$ cat config.mk
export PLATFORM = sky130hd
export DESIGN_NAME = top_k_score_keeper_core_flat
export DESIGN_NICKNAME = d
export VERILOG_FILES = /design/src/hw/rtl/tksk_pkg.sv /design/src/hw/rtl/tksk_in_if.sv /design/src/hw/rtl/tksk_out_if.sv /design/src/hw/rtl/tksk_cfg_if.sv /design/src/hw/rtl/top_k_score_keeper_core.sv /design/src/hw/rtl/tksk_ctrl.sv /design/src/hw/rtl/tksk_datapath.sv /design/src/flat_wrapper.sv
export SDC_FILE = /design/constraint.sdc
export NUM_CORES = 2
export LEC_CHECK = 0
export BUFFER_PORTS_ARGS = -buffer_cell sky130_fd_sc_hd__buf_2
export CAP_MARGIN = 15
export CORE_MARGIN = 8
export CORE_UTILIZATION = 40
export CTS_CLUSTER_DIAMETER = 100
export DETAILED_ROUTE_END_ITERATION = 7
export REMOVE_ABC_BUFFERS = 1
export SYNTH_ARGS = -nofsm -noshare
export SYNTH_HDL_FRONTEND = slang
export SYNTH_SLANG_ARGS = --single-unit
$ cat constraint.sdc
create_clock -name i_clk -period 17 [get_ports i_clk]
set_clock_uncertainty 0.05 [all_clocks]
set_input_delay 0.85 -clock i_clk [delete_from_list [all_inputs] [get_ports i_clk]]
set_output_delay 0.85 -clock i_clk [all_outputs]
set_load 0.03 [all_outputs]
$ cat src/hw/rtl/tksk_pkg.sv
// Package for the top-k score keeper.
// Holds the mode codes, config constants and controller/datapath structs.
// No dependencies.
package tksk_pkg;

    // Input item operation codes
    localparam logic [1:0] MODE_OFFER = 2'd0;
    localparam logic [1:0] MODE_READ  = 2'd1;
    localparam logic [1:0] MODE_CLEAR = 2'd2;

    // keep_count register
    localparam int         KEEP_W     = 5;
    localparam logic [4:0] KEEP_RESET = 5'd16;

    // Controller to datapath commands
    typedef struct packed {
        logic offer;     // insert the input tuple
        logic clear;     // empty all slots
        logic rd_start;  // rewind the readout index
        logic load;      // load the output register, advance the index
    } t_cmd;

    // Datapath to controller status
    typedef struct packed {
        logic rd_last;   // readout index is at the final active slot
    } t_sts;

endpackage

$ cat src/hw/rtl/tksk_in_if.sv
// Input channel interface of the top-k score keeper.
// Carries valid, ready and one offer/readout/clear item. No dependencies.
interface tksk_in_if #(
    parameter int FRAME_BITS = 16,
    parameter int SITE_BITS  = 16,
    parameter int SCORE_BITS = 32
);
    logic                  valid;
    logic                  ready;
    logic [1:0]            mode;
    logic [FRAME_BITS-1:0] frame_number;
    logic [SITE_BITS-1:0]  site_index;
    logic [SCORE_BITS-1:0] score;

    modport source (output valid, mode, frame_number, site_index, score, input ready);
    modport sink   (input valid, mode, frame_number, site_index, score, output ready);
endinterface

$ cat src/hw/rtl/tksk_out_if.sv
// Result channel interface of the top-k score keeper.
// Carries valid, ready and one listed entry. No dependencies.
interface tksk_out_if #(
    parameter int FRAME_BITS = 16,
    parameter int SITE_BITS  = 16,
    parameter int SCORE_BITS = 32
);
    logic                  valid;
    logic                  ready;
    logic [FRAME_BITS-1:0] out_frame;
    logic [SITE_BITS-1:0]  out_site;
    logic [SCORE_BITS-1:0] out_score;
    logic                  occupied;
    logic                  last;

    modport source (output valid, out_frame, out_site, out_score, occupied, last,
                    input ready);
    modport sink   (input valid, out_frame, out_site, out_score, occupied, last,
                    output ready);
endinterface

$ cat src/hw/rtl/tksk_cfg_if.sv
// Configuration write channel of the top-k score keeper.
// Carries valid, ready and the keep_count write data. Depends on tksk_pkg.
interface tksk_cfg_if;
    logic                        valid;
    logic                        ready;
    logic [tksk_pkg::KEEP_W-1:0] data;

    modport source (output valid, data, input ready);
    modport sink   (input valid, data, output ready);
endinterface

$ cat src/hw/rtl/top_k_score_keeper_core.sv
// Top-k score keeper core: keeps the keep_count best (frame, site, score)
// tuples in descending score order.
// Channels: i_in takes items (mode 0 offer, 1 read out, 2 clear, 3 ignored),
// o_out delivers readout entries, i_cfg writes keep_count (1..DEPTH; zero
// acts as one, larger values saturate at DEPTH). Write it only while idle.
// Offer and clear complete at the accepting edge: every active cell
// compares the offered score in parallel and shifts in the same cycle,
// so offers and clears stream at one item per cycle while no readout
// runs. A readout gives keep_count results (as clamped above), highest
// first, with occupied and last flags. After the transfer the controller
// enters its read state and then loads one slot per cycle into the
// output register while the receiver takes every result.
// While a readout runs i_in.ready is low.
// A stalled receiver holds the output register and pauses the readout;
// nothing is lost. An offer may be accepted while the final result waits.
// Reset (i_rst_n low, synchronous) empties the list at once and sets
// keep_count to 16. Depends on tksk_pkg, the interfaces, tksk_ctrl and
// tksk_datapath.
module top_k_score_keeper_core #(
    parameter int DEPTH      = 16,
    parameter int FRAME_BITS = 16,
    parameter int SITE_BITS  = 16,
    parameter int SCORE_BITS = 32
) (
    input logic  i_clk,
    input logic  i_rst_n,
    tksk_in_if.sink   i_in,
    tksk_out_if.source o_out,
    tksk_cfg_if.sink  i_cfg
);
    import tksk_pkg::*;

    t_cmd cmd;
    t_sts sts;

    assign i_cfg.ready = 1'b1;

    tksk_ctrl u_ctrl (
        .i_clk       (i_clk),
        .i_rst_n     (i_rst_n),
        .i_in_valid  (i_in.valid),
        .i_mode      (i_in.mode),
        .o_in_ready  (i_in.ready),
        .o_out_valid (o_out.valid),
        .i_out_ready (o_out.ready),
        .o_cmd       (cmd),
        .i_sts       (sts)
    );

    tksk_datapath #(
        .DEPTH      (DEPTH),
        .FRAME_BITS (FRAME_BITS),
        .SITE_BITS  (SITE_BITS),
        .SCORE_BITS (SCORE_BITS)
    ) u_datapath (
        .i_clk      (i_clk),
        .i_rst_n    (i_rst_n),
        .i_cmd      (cmd),
        .o_sts      (sts),
        .i_cfg_wr   (i_cfg.valid),
        .i_cfg_data (i_cfg.data),
        .i_frame    (i_in.frame_number),
        .i_site     (i_in.site_index),
        .i_score    (i_in.score),
        .o_frame    (o_out.out_frame),
        .o_site     (o_out.out_site),
        .o_score    (o_out.out_score),
        .o_occupied (o_out.occupied),
        .o_last     (o_out.last)
    );

endmodule

$ cat src/hw/rtl/tksk_ctrl.sv
// Controller state machine of the top-k score keeper.
// Decodes input items, sequences readouts and owns the output valid flag. Depends on tksk_pkg.
module tksk_ctrl (
    input  logic           i_clk,
    input  logic           i_rst_n,
    input  logic           i_in_valid,
    input  logic [1:0]     i_mode,
    output logic           o_in_ready,
    output logic           o_out_valid,
    input  logic           i_out_ready,
    output tksk_pkg::t_cmd o_cmd,
    input  tksk_pkg::t_sts i_sts
);
    import tksk_pkg::*;

    localparam logic ST_IDLE = 1'b0;
    localparam logic ST_READ = 1'b1;

    logic r_state, n_state;
    logic r_out_valid, n_out_valid;
    logic in_xfer;
    logic out_free;

    assign o_in_ready  = (r_state == ST_IDLE);
    assign o_out_valid = r_out_valid;
    assign in_xfer     = i_in_valid && o_in_ready;
    assign out_free    = !r_out_valid || i_out_ready;

    // Next state and commands
    always_comb begin
        n_state      = r_state;
        o_cmd        = '0;
        case (r_state)
            ST_IDLE: begin
                if (in_xfer) begin
                    case (i_mode)
                        MODE_OFFER: o_cmd.offer = 1'b1;
                        MODE_CLEAR: o_cmd.clear = 1'b1;
                        MODE_READ: begin
                            o_cmd.rd_start = 1'b1;
                            n_state        = ST_READ;
                        end
                        default: ;  // unused code: no effect
                    endcase
                end
            end
            ST_READ: begin
                if (out_free) begin
                    o_cmd.load = 1'b1;
                    if (i_sts.rd_last) begin
                        n_state = ST_IDLE;
                    end
                end
            end
            default: n_state = ST_IDLE;
        endcase
    end

    // Output valid: set on load, dropped on transfer
    always_comb begin
        n_out_valid = r_out_valid;
        if (o_cmd.load) begin
            n_out_valid = 1'b1;
        end else if (i_out_ready) begin
            n_out_valid = 1'b0;
        end
    end

    always_ff @(posedge i_clk) begin
        if (!i_rst_n) begin
            r_state     <= ST_IDLE;
            r_out_valid <= 1'b0;
        end else begin
            r_state     <= n_state;
            r_out_valid <= n_out_valid;
        end
    end

endmodule

$ cat src/hw/rtl/tksk_datapath.sv
// Datapath of the top-k score keeper: slot cells, keep_count register,
// parallel compare-and-shift insert, readout index and output register.
// Depends on tksk_pkg.
module tksk_datapath #(
    parameter int DEPTH      = 16,
    parameter int FRAME_BITS = 16,
    parameter int SITE_BITS  = 16,
    parameter int SCORE_BITS = 32
) (
    input  logic                        i_clk,
    input  logic                        i_rst_n,
    input  tksk_pkg::t_cmd              i_cmd,
    output tksk_pkg::t_sts              o_sts,
    input  logic                        i_cfg_wr,
    input  logic [tksk_pkg::KEEP_W-1:0] i_cfg_data,
    input  logic [FRAME_BITS-1:0]       i_frame,
    input  logic [SITE_BITS-1:0]        i_site,
    input  logic [SCORE_BITS-1:0]       i_score,
    output logic [FRAME_BITS-1:0]       o_frame,
    output logic [SITE_BITS-1:0]        o_site,
    output logic [SCORE_BITS-1:0]       o_score,
    output logic                        o_occupied,
    output logic                        o_last
);
    import tksk_pkg::*;

    localparam int IW   = (DEPTH > 1) ? $clog2(DEPTH) : 1;
    localparam int NW   = $clog2(DEPTH + 1);
    localparam int CMPW = ((NW > KEEP_W) ? NW : KEEP_W) + 1;

    logic [KEEP_W-1:0]     r_keep;
    logic [NW-1:0]         act_n;
    logic [FRAME_BITS-1:0] r_frame [DEPTH];
    logic [SITE_BITS-1:0]  r_site  [DEPTH];
    logic [SCORE_BITS-1:0] r_score [DEPTH];
    logic [DEPTH-1:0]      r_used, n_used;
    logic [DEPTH-1:0]      used_dn;
    logic [DEPTH-1:0]      active;
    logic [DEPTH-1:0]      hit;
    logic [DEPTH-1:0]      below;
    logic [DEPTH-1:0]      ins;
    logic [DEPTH-1:0]      shift;
    logic [IW-1:0]         r_rd_idx;
    logic [FRAME_BITS-1:0] r_o_frame;
    logic [SITE_BITS-1:0]  r_o_site;
    logic [SCORE_BITS-1:0] r_o_score;
    logic                  r_o_occupied;
    logic                  r_o_last;

    // keep_count register
    always_ff @(posedge i_clk) begin
        if (!i_rst_n) begin
            r_keep <= KEEP_RESET;
        end else if (i_cfg_wr) begin
            r_keep <= i_cfg_data;
        end
    end

    // Slots in use: zero means one, saturate at DEPTH
    always_comb begin
        if (r_keep == '0) begin
            act_n = NW'(1);
        end else if (CMPW'(r_keep) > CMPW'(DEPTH)) begin
            act_n = NW'(DEPTH);
        end else begin
            act_n = NW'(r_keep);
        end
    end

    // Per-cell compare; insert at first hit, shift cells past it
    always_comb begin
        for (int k = 0; k < DEPTH; k++) begin
            active[k] = CMPW'(k) < CMPW'(act_n);
            hit[k]    = active[k] && (!r_used[k] || (i_score > r_score[k]));
        end
        for (int k = 0; k < DEPTH; k++) begin
            below[k] = |(hit & DEPTH'((65'(1) << k) - 65'(1)));
            ins[k]   = hit[k] && !below[k];
            shift[k] = below[k] && active[k];
        end
    end

    assign used_dn = r_used << 1;

    // Used flags
    always_comb begin
        for (int k = 0; k < DEPTH; k++) begin
            if (i_cmd.clear) begin
                n_used[k] = 1'b0;
            end else if (i_cmd.offer && ins[k]) begin
                n_used[k] = 1'b1;
            end else if (i_cmd.offer && shift[k]) begin
                n_used[k] = used_dn[k];
            end else begin
                n_used[k] = r_used[k];
            end
        end
    end

    always_ff @(posedge i_clk) begin
        if (!i_rst_n) begin
            r_used <= '0;
        end else begin
            r_used <= n_used;
        end
    end

    // Slot payload cells
    for (genvar k = 0; k < DEPTH; k++) begin : g_cell
        logic [FRAME_BITS-1:0] prv_frame;
        logic [SITE_BITS-1:0]  prv_site;
        logic [SCORE_BITS-1:0] prv_score;

        if (k == 0) begin : g_head
            assign prv_frame = '0;
            assign prv_site  = '0;
            assign prv_score = '0;
        end else begin : g_body
            assign prv_frame = r_frame[k-1];
            assign prv_site  = r_site[k-1];
            assign prv_score = r_score[k-1];
        end

        always_ff @(posedge i_clk) begin
            if (i_cmd.offer && ins[k]) begin
                r_frame[k] <= i_frame;
                r_site[k]  <= i_site;
                r_score[k] <= i_score;
            end else if (i_cmd.offer && shift[k]) begin
                r_frame[k] <= prv_frame;
                r_site[k]  <= prv_site;
                r_score[k] <= prv_score;
            end
        end
    end

    // Readout index
    assign o_sts.rd_last = (NW'(r_rd_idx) == (act_n - NW'(1)));

    always_ff @(posedge i_clk) begin
        if (!i_rst_n) begin
            r_rd_idx <= '0;
        end else if (i_cmd.rd_start) begin
            r_rd_idx <= '0;
        end else if (i_cmd.load) begin
            r_rd_idx <= r_rd_idx + IW'(1);
        end
    end

    // Output register; empty slots read as zero
    always_ff @(posedge i_clk) begin
        if (i_cmd.load) begin
            r_o_frame    <= r_used[r_rd_idx] ? r_frame[r_rd_idx] : '0;
            r_o_site     <= r_used[r_rd_idx] ? r_site[r_rd_idx]  : '0;
            r_o_score    <= r_used[r_rd_idx] ? r_score[r_rd_idx] : '0;
            r_o_occupied <= r_used[r_rd_idx];
            r_o_last     <= o_sts.rd_last;
        end
    end

    assign o_frame    = r_o_frame;
    assign o_site     = r_o_site;
    assign o_score    = r_o_score;
    assign o_occupied = r_o_occupied;
    assign o_last     = r_o_last;

endmodule
$ cat src/flat_wrapper.sv
// flat-port wrapper written by rule: the top's interface ports become plain ports
module top_k_score_keeper_core_flat import tksk_pkg::*;
#(
    parameter int DEPTH      = 16,
    parameter int FRAME_BITS = 16,
    parameter int SITE_BITS  = 16,
    parameter int SCORE_BITS = 32
)
  (i_clk, i_rst_n, i_in_valid, i_in_mode, i_in_frame_number, i_in_site_index, i_in_score, i_in_ready, o_out_valid, o_out_out_frame, o_out_out_site, o_out_out_score, o_out_occupied, o_out_last, o_out_ready, i_cfg_valid, i_cfg_data, i_cfg_ready);
  tksk_in_if #(.FRAME_BITS(FRAME_BITS), .SITE_BITS(SITE_BITS), .SCORE_BITS(SCORE_BITS)) i_in_i ();
  tksk_out_if #(.FRAME_BITS(FRAME_BITS), .SITE_BITS(SITE_BITS), .SCORE_BITS(SCORE_BITS)) o_out_i ();
  tksk_cfg_if i_cfg_i ();
  input logic i_clk;
  input logic i_rst_n;
  input wire logic [$bits(i_in_i.valid)-1:0] i_in_valid;
  input wire logic [$bits(i_in_i.mode)-1:0] i_in_mode;
  input wire logic [$bits(i_in_i.frame_number)-1:0] i_in_frame_number;
  input wire logic [$bits(i_in_i.site_index)-1:0] i_in_site_index;
  input wire logic [$bits(i_in_i.score)-1:0] i_in_score;
  output wire logic [$bits(i_in_i.ready)-1:0] i_in_ready;
  output wire logic [$bits(o_out_i.valid)-1:0] o_out_valid;
  output wire logic [$bits(o_out_i.out_frame)-1:0] o_out_out_frame;
  output wire logic [$bits(o_out_i.out_site)-1:0] o_out_out_site;
  output wire logic [$bits(o_out_i.out_score)-1:0] o_out_out_score;
  output wire logic [$bits(o_out_i.occupied)-1:0] o_out_occupied;
  output wire logic [$bits(o_out_i.last)-1:0] o_out_last;
  input wire logic [$bits(o_out_i.ready)-1:0] o_out_ready;
  input wire logic [$bits(i_cfg_i.valid)-1:0] i_cfg_valid;
  input wire logic [$bits(i_cfg_i.data)-1:0] i_cfg_data;
  output wire logic [$bits(i_cfg_i.ready)-1:0] i_cfg_ready;
  assign i_in_i.valid = i_in_valid;
  assign i_in_i.mode = i_in_mode;
  assign i_in_i.frame_number = i_in_frame_number;
  assign i_in_i.site_index = i_in_site_index;
  assign i_in_i.score = i_in_score;
  assign i_in_ready = i_in_i.ready;
  assign o_out_valid = o_out_i.valid;
  assign o_out_out_frame = o_out_i.out_frame;
  assign o_out_out_site = o_out_i.out_site;
  assign o_out_out_score = o_out_i.out_score;
  assign o_out_occupied = o_out_i.occupied;
  assign o_out_last = o_out_i.last;
  assign o_out_i.ready = o_out_ready;
  assign i_cfg_i.valid = i_cfg_valid;
  assign i_cfg_i.data = i_cfg_data;
  assign i_cfg_ready = i_cfg_i.ready;
  top_k_score_keeper_core #(.DEPTH(DEPTH), .FRAME_BITS(FRAME_BITS), .SITE_BITS(SITE_BITS), .SCORE_BITS(SCORE_BITS)) u_core (.i_clk(i_clk), .i_rst_n(i_rst_n), .i_in(i_in_i), .o_out(o_out_i), .i_cfg(i_cfg_i));
endmodule
Word level (Yosys, flattened, before mapping)

Memories as Yosys holds them, arrays and structs flattened. A register that Yosys moved wholly into a read port is not among the register bits.
Cells that the tools add are included.

Bits in registers: 29
RAM bits: 1024
Input port bits: 76
Output and inout bits: 69
Memories: 3

Memory list:

| memory                    | depth | bits a word | rd ports | clocked after Yosys merged registers in | wr ports | line                | source |
|---|---|---|---|---|---|---|---|
| u_core.u_datapath.r_score | 16    | 32          | 17       | 1                                       | 16       | tksk_datapath.sv:35 | `logic [SCORE_BITS-1:0] r_score [DEPTH];` |
| u_core.u_datapath.r_frame | 16    | 16          | 16       | 1                                       | 16       | tksk_datapath.sv:33 | `logic [FRAME_BITS-1:0] r_frame [DEPTH];` |
| u_core.u_datapath.r_site  | 16    | 16          | 16       | 1                                       | 16       | tksk_datapath.sv:34 | `logic [SITE_BITS-1:0] r_site [DEPTH];` |

Add/subtract/negate cells: 2
Magnitude comparators: 34
Equal/unequal tests: 3
Muxes and demuxes: 169
Bitwise logic cells: 47
Reduce and logical (&&, ||, !) cells: 164

Operators with widths:

| kind                 | count |
|---|---|
| $gt A32 B32 Y1       | 16 |
| $mux W16             | 30 |
| $mux W32             | 15 |
| $mux W1              | 118 |
| $logic_and A1 B1 Y1  | 78 |
| $or A1 B1 Y1         | 45 |
| $lt A4 B5 Y1 const A | 8 |
| $logic_not A1 Y1     | 35 |
| $reduce_bool A2 Y1   | 16 |
| $lt A3 B5 Y1 const A | 4 |
| $logic_or A1 B1 Y1   | 17 |
| $reduce_or A15 Y1    | 1 |
| $reduce_or A14 Y1    | 1 |
| $reduce_or A13 Y1    | 1 |
| $reduce_or A12 Y1    | 1 |
| $reduce_or A11 Y1    | 1 |
| $lt A1 B5 Y1 const A | 2 |
| $lt A2 B5 Y1 const A | 2 |
| $mux W5              | 2 |
| $reduce_or A10 Y1    | 1 |
| $reduce_or A9 Y1     | 1 |
| $reduce_or A8 Y1     | 1 |
| $reduce_or A7 Y1     | 1 |
| $mux W3              | 2 |
| 17 further kinds     | 20 |

Logic depth before layout (Yosys ltp)

Word-level depth: 12
Gate-level depth with buffers: 17
Mapped depth without buffers: 13

Hierarchy

A second synthesis with hierarchy kept.

Cells, all modules: 4992
Area, all modules: 67131.9 um2

By module, submodules not included:

| module                  | instances | cells each | area each (um2) |
|---|---|---|---|
| tksk_datapath           | 1         | 4978       | 66999.3 |
| tksk_ctrl               | 1         | 12         | 121.4 |
| top_k_score_keeper_core | 1         | 2          | 11.3 |

Worst setup path after synthesis

Ideal clock, no wire load.

Kind: input-to-reg
Start: input port i_in_score[0]
End: memory u_core.u_datapath.r_frame[1][0], enable pin
Library setup time: 0.424 ns
Arrival: 9.087 ns
Required time: 16.526 ns
Setup slack: 7.440 ns
Stages on the path: 12
Buffers on the path: 2
Path through: clkbuf_1 > inv_1 > ha_1 > nor2b_1 > o21a_1 > o21a_1 > o21ai_0 > and4bb_2 > nor3_1 > nand2_1 > clkbuf_1 > nand2_1

RTL lines:

| item        | line                | source |
|---|---|---|
| from (decl) | flat_wrapper.sv:19  | `input wire logic [$bits(i_in_i.score)-1:0] i_in_score;` |
| to (decl)   | tksk_datapath.sv:33 |  |

==> impl_results.md <==
* Status: finished, final reports clean
* Synthesized area at 66,600 um2
* Post-route insts no fill at 7,360
* Worst-Margin Slew at 1240 ps
* Final Slew Violations at 0
* Longest Clk Path Bufs at 3
* Cells after Synth at 4,981
* Sequential power share at a little under half
* FFs w/ async S/R, synth at 0%
* # placed instances at 7,115
* Clock power frac at 41.6%
* Overflow after GRT at 0
* Final Setup Violations at 0
* Gates resized, CTS repair at 0
* Area leader, netlist: edfxtp_1
* Final TNS setup at 0 ps
* Switching power at 1.70 mW
* Clock slew at reported path FFs at 60 ps
* Root buf cell: clkbuf_16
* Peak Freq at 161 MHz
* CTS Hold Bufs at 0
* Synth Area per Inst at 13.4 um2
* Hold Path Sink: u_core.u_datapath.r_keep[4]
* Post-CTS Setup Bufs at 0
* Vias in the first global route at 43,200
* CTS Buf Count at ~130
* Sw Share at about 25%
* Layout cell share with drive strength beyond 1 at about a quarter
* Drt total wl at slightly above 200,000 um
* Critical path class: primary input to register
* Final Hold Viols at 0
* Critical path origin: i_in_score[14]
* Required time worst endpoint at 17,340 ps
* Slew HR at 16.8%
* Vias/cell at 5.89
* RR Startpoint: u_core.u_datapath.r_score[7][15]
* Period utilization at 36.6%
* Cell Int Power at around 5.1 mW
* First-pass GRT wire length at a little under 300,000 um
* Synthesis-to-layout area growth at 11.0%
* Clk_lat worst skew at 790 ps
* Dpl hpwl at between 100,000 and 150,000 um
* Worst setup SP type: primary input
* Post-route ant nets at 0
* DRC Markers at 0
* Top cell type's share of synthesized area at 49.1%
* WHS at 219 ps
* Synth area leaders: edfxtp_1 (49%), mux4_2 (11%), ha_1 (9.7%)
* EDFF count, synth at 1,090
* MaxCap Viol Count at 0
* Worst IR drop on VDD at between 0.1 and 0.15 mV
* Floorplan Core Area at 166,000 um2
* Clock Sinks at between 1,000 and 1,500
* Antenna violations before repair at 24
* Clock H-tree levels at 4
* Yosys reg bits at 1,117
* CTS tree: done
* DIE WIDTH at ~420 um
* Leak at about 28 nW
* GP Congestion at 0.871
* PwrDens at 91.8 nW/um2
* Via count at 43,400
* CP Max Fanout at between 40 and 50
* Height of the die at 424 um
* RSZ-0062 raised after global routing: false
* Count of cell types in the netlist at a little under 80
* R2R depth at 13
* Top_reg_cell synth: edfxtp_1
* Critical Path AT at 6560 ps
* R2r endpoint: u_core.u_datapath.r_score[12][15]
* Initial Util at 40.1%
* Fin nets at ~5,600
* Syn. warnings at 0
* Port bufs at approximately 140
* Gr usage total at 22.1%
* Gate power share at around 11%
* Drt first pass iters at 6
* Min Tclk post-route at 6210 ps
* Top-level I/O count at 145
* Hold_sp: i_rst_n
* Hold Crit Class: primary input to register
* Initial DRC Count at 4,248
* Total power at 6.79 mW
* Reg2reg setup slack at approximately 11,000 ps
* Std-Cell Rows at 150
* Largest net degree at the start of global routing at between 100 and 150
* Drt wl/cell at 27.5 um
* Critical Path Sink Type: register
* Seq/Total Area, Yosys at 49.9%
* Worst hold stages at 2
* DIE AREA at 180,000 um2
worst max-delay path: stages:
cell      delay, ps
buf_2           550
ha_1            270
nand4_1         240
nor4_1          810
o21ai_0         350
o211ai_1        310
a21oi_1         140
o21ai_0         510
nor4_4           90
buf_4           240
a21oi_4         760
a31o_4          480
buf_4           750
cells in the final DEF, fill, tap and decap left out, types with 6 or more instances in the layout:
| master | instances |
|---|---|
| a221oi_1 | 9 |
| clkbuf_16 | 138 |
| nor2_1 | 71 |
| o21ai_0 | 292 |
| buf_2 | 143 |
| mux2i_1 | 15 |
| clkinv_2 | 20 |
| a21oi_1 | 192 |
| dfxtp_1 | 23 |
| edfxtp_1 | 1090 |
| nand2_1 | 327 |
| diode_2 | 6 |
| or3_1 | 8 |
| and3_1 | 8 |
| a21o_1 | 92 |
| o211ai_1 | 17 |
| nor4_1 | 20 |
| nand3_1 | 32 |
| buf_4 | 64 |
| bufinv_16 | 9 |
| mux2_1 | 173 |
| or2_2 | 7 |
| and4_1 | 9 |
| inv_1 | 515 |
| clkinv_1 | 23 |
| a211oi_1 | 7 |
| o21a_1 | 16 |
| nor3_1 | 26 |
| clkbuf_1 | 37 |
| mux4_2 | 324 |
| nand4_1 | 105 |
| a22oi_1 | 6 |
| nor2b_1 | 94 |
| nand2_4 | 8 |
| a31oi_1 | 12 |
| nand2b_1 | 14 |
| ha_1 | 515 |
| mux2_2 | 571 |
cell type report:
| class | count | area [um2] |
|---|---|---|
| fillers | 15000 | 92300 |
| clock inverters | 63 | 603 |
| diodes | 6 | 15.0 |
| repair buffers | 210 | 1260 |
| clock buffers | 176 | 3610 |
| flip-flops and latches | 1117 | 33300 |
| inverters | 516 | 1940 |
| well taps | 2204 | 2760 |
| multi-input cells | 3068 | 30500 |
worst max path at each step:
stage	endpoint	slack, ps	depth (start not counted)
finish	u_core.u_datapath.r_score[12][15]	10790	13
global route	u_core.u_datapath.r_score[12][15]	10630	13
CTS	u_core.u_datapath.r_score[12][15]	10760	13
detailed placement	u_core.u_datapath.r_score[12][12]	9980	13
global placement	u_core.u_datapath.r_score[12][8]	10050	13
floorplan	u_core.u_datapath.o_occupied	1510	4
Yosys cell counts, types with 13 or more instances:
library cell	n
edfxtp_1	1090
mux2_2	572
inv_1	516
ha_1	515
nand2_1	335
mux4_2	324
o21ai_0	293
a21oi_1	194
clkbuf_1	177
mux2_1	173
nand4_1	105
nor2b_1	94
a21o_1	92
nor2_1	72
buf_2	46
buf_1	36
nand3_1	34
nor3_1	28
dfxtp_1	27
nor4_1	20
o211ai_1	17
o21a_1	17
mux2i_1	15
nand2b_1	15
a31oi_1	13
buf_4	13
layer usage:
layer / track usage, % / wire, um / share of wire [%]
met1: 30.2 / 86200 / 43
met2: 36.2 / 96700 / 48
met3: 3.70 / 13800 / 6.8
met4: 6.45 / 5770 / 2.8
met5: 0 / 133 / 0.066
logic make-up (layout without fill, tap and decap cells):
| group | Yosys count | after routing | share of synthesized area [%] |
|---|---|---|---|
| adder cells (fa/ha/maj) | 515 | 515 | 9.67 |
| flip-flops | 1117 | 1117 | 49.9 |
| AND/OR/NAND/NOR | 757 | 757 | 5.58 |
| AO/OA/AOI/OAI | 705 | 705 | 6.25 |
| other | 1 | 7 | 0.00563 |
| XOR/XNOR | 6 | 6 | 0.0789 |
| buffers and inverters | 796 | 965 | 4.73 |
| multiplexers | 1084 | 1084 | 23.8 |
sequential cells by signal, indices dropped and copies added, names as in the netlist, 4 cells and up:
name	cells
u_core.u_datapath.o_site	16
u_core.u_datapath.o_score	32
u_core.u_datapath.r_score	512
u_core.u_datapath.r_frame	256
u_core.u_datapath.r_rd_idx	4
u_core.u_datapath.o_frame	16
u_core.u_datapath.r_keep	5
u_core.u_datapath.r_used	16
u_core.u_datapath.r_site	256
through the flow:
step / cell area [um2] / setup WS, ps / util [%]
after floorplan: 65400 / 1510 / -
after global placement: 69700 / 10050 / 41.9
after detailed placement: 69700 / 9980 / 41.9
after CTS: 73900 / 10760 / 44.5
after global routing: 73900 / 10630 / 44.5
final: 74000 / 10790 / 44.5
power groups by stage:
| stage | combinational [mW] | sequential, mW | clock (mW) |
|---|---|---|---|
| 4_1_cts | 0.776 | 3.19 | 2.87 |
| 6_report | 0.773 | 3.19 | 2.82 |
| 3_5_place_dp | 0.772 | 3.25 | 0 |
| 5_1_grt | 0.844 | 3.20 | 2.97 |
| 2_1_floorplan | 0.510 | 3.26 | 0 |
| 3_3_place_gp | 0.754 | 3.25 | 0 |
Power figures use the tool's default switching activity.
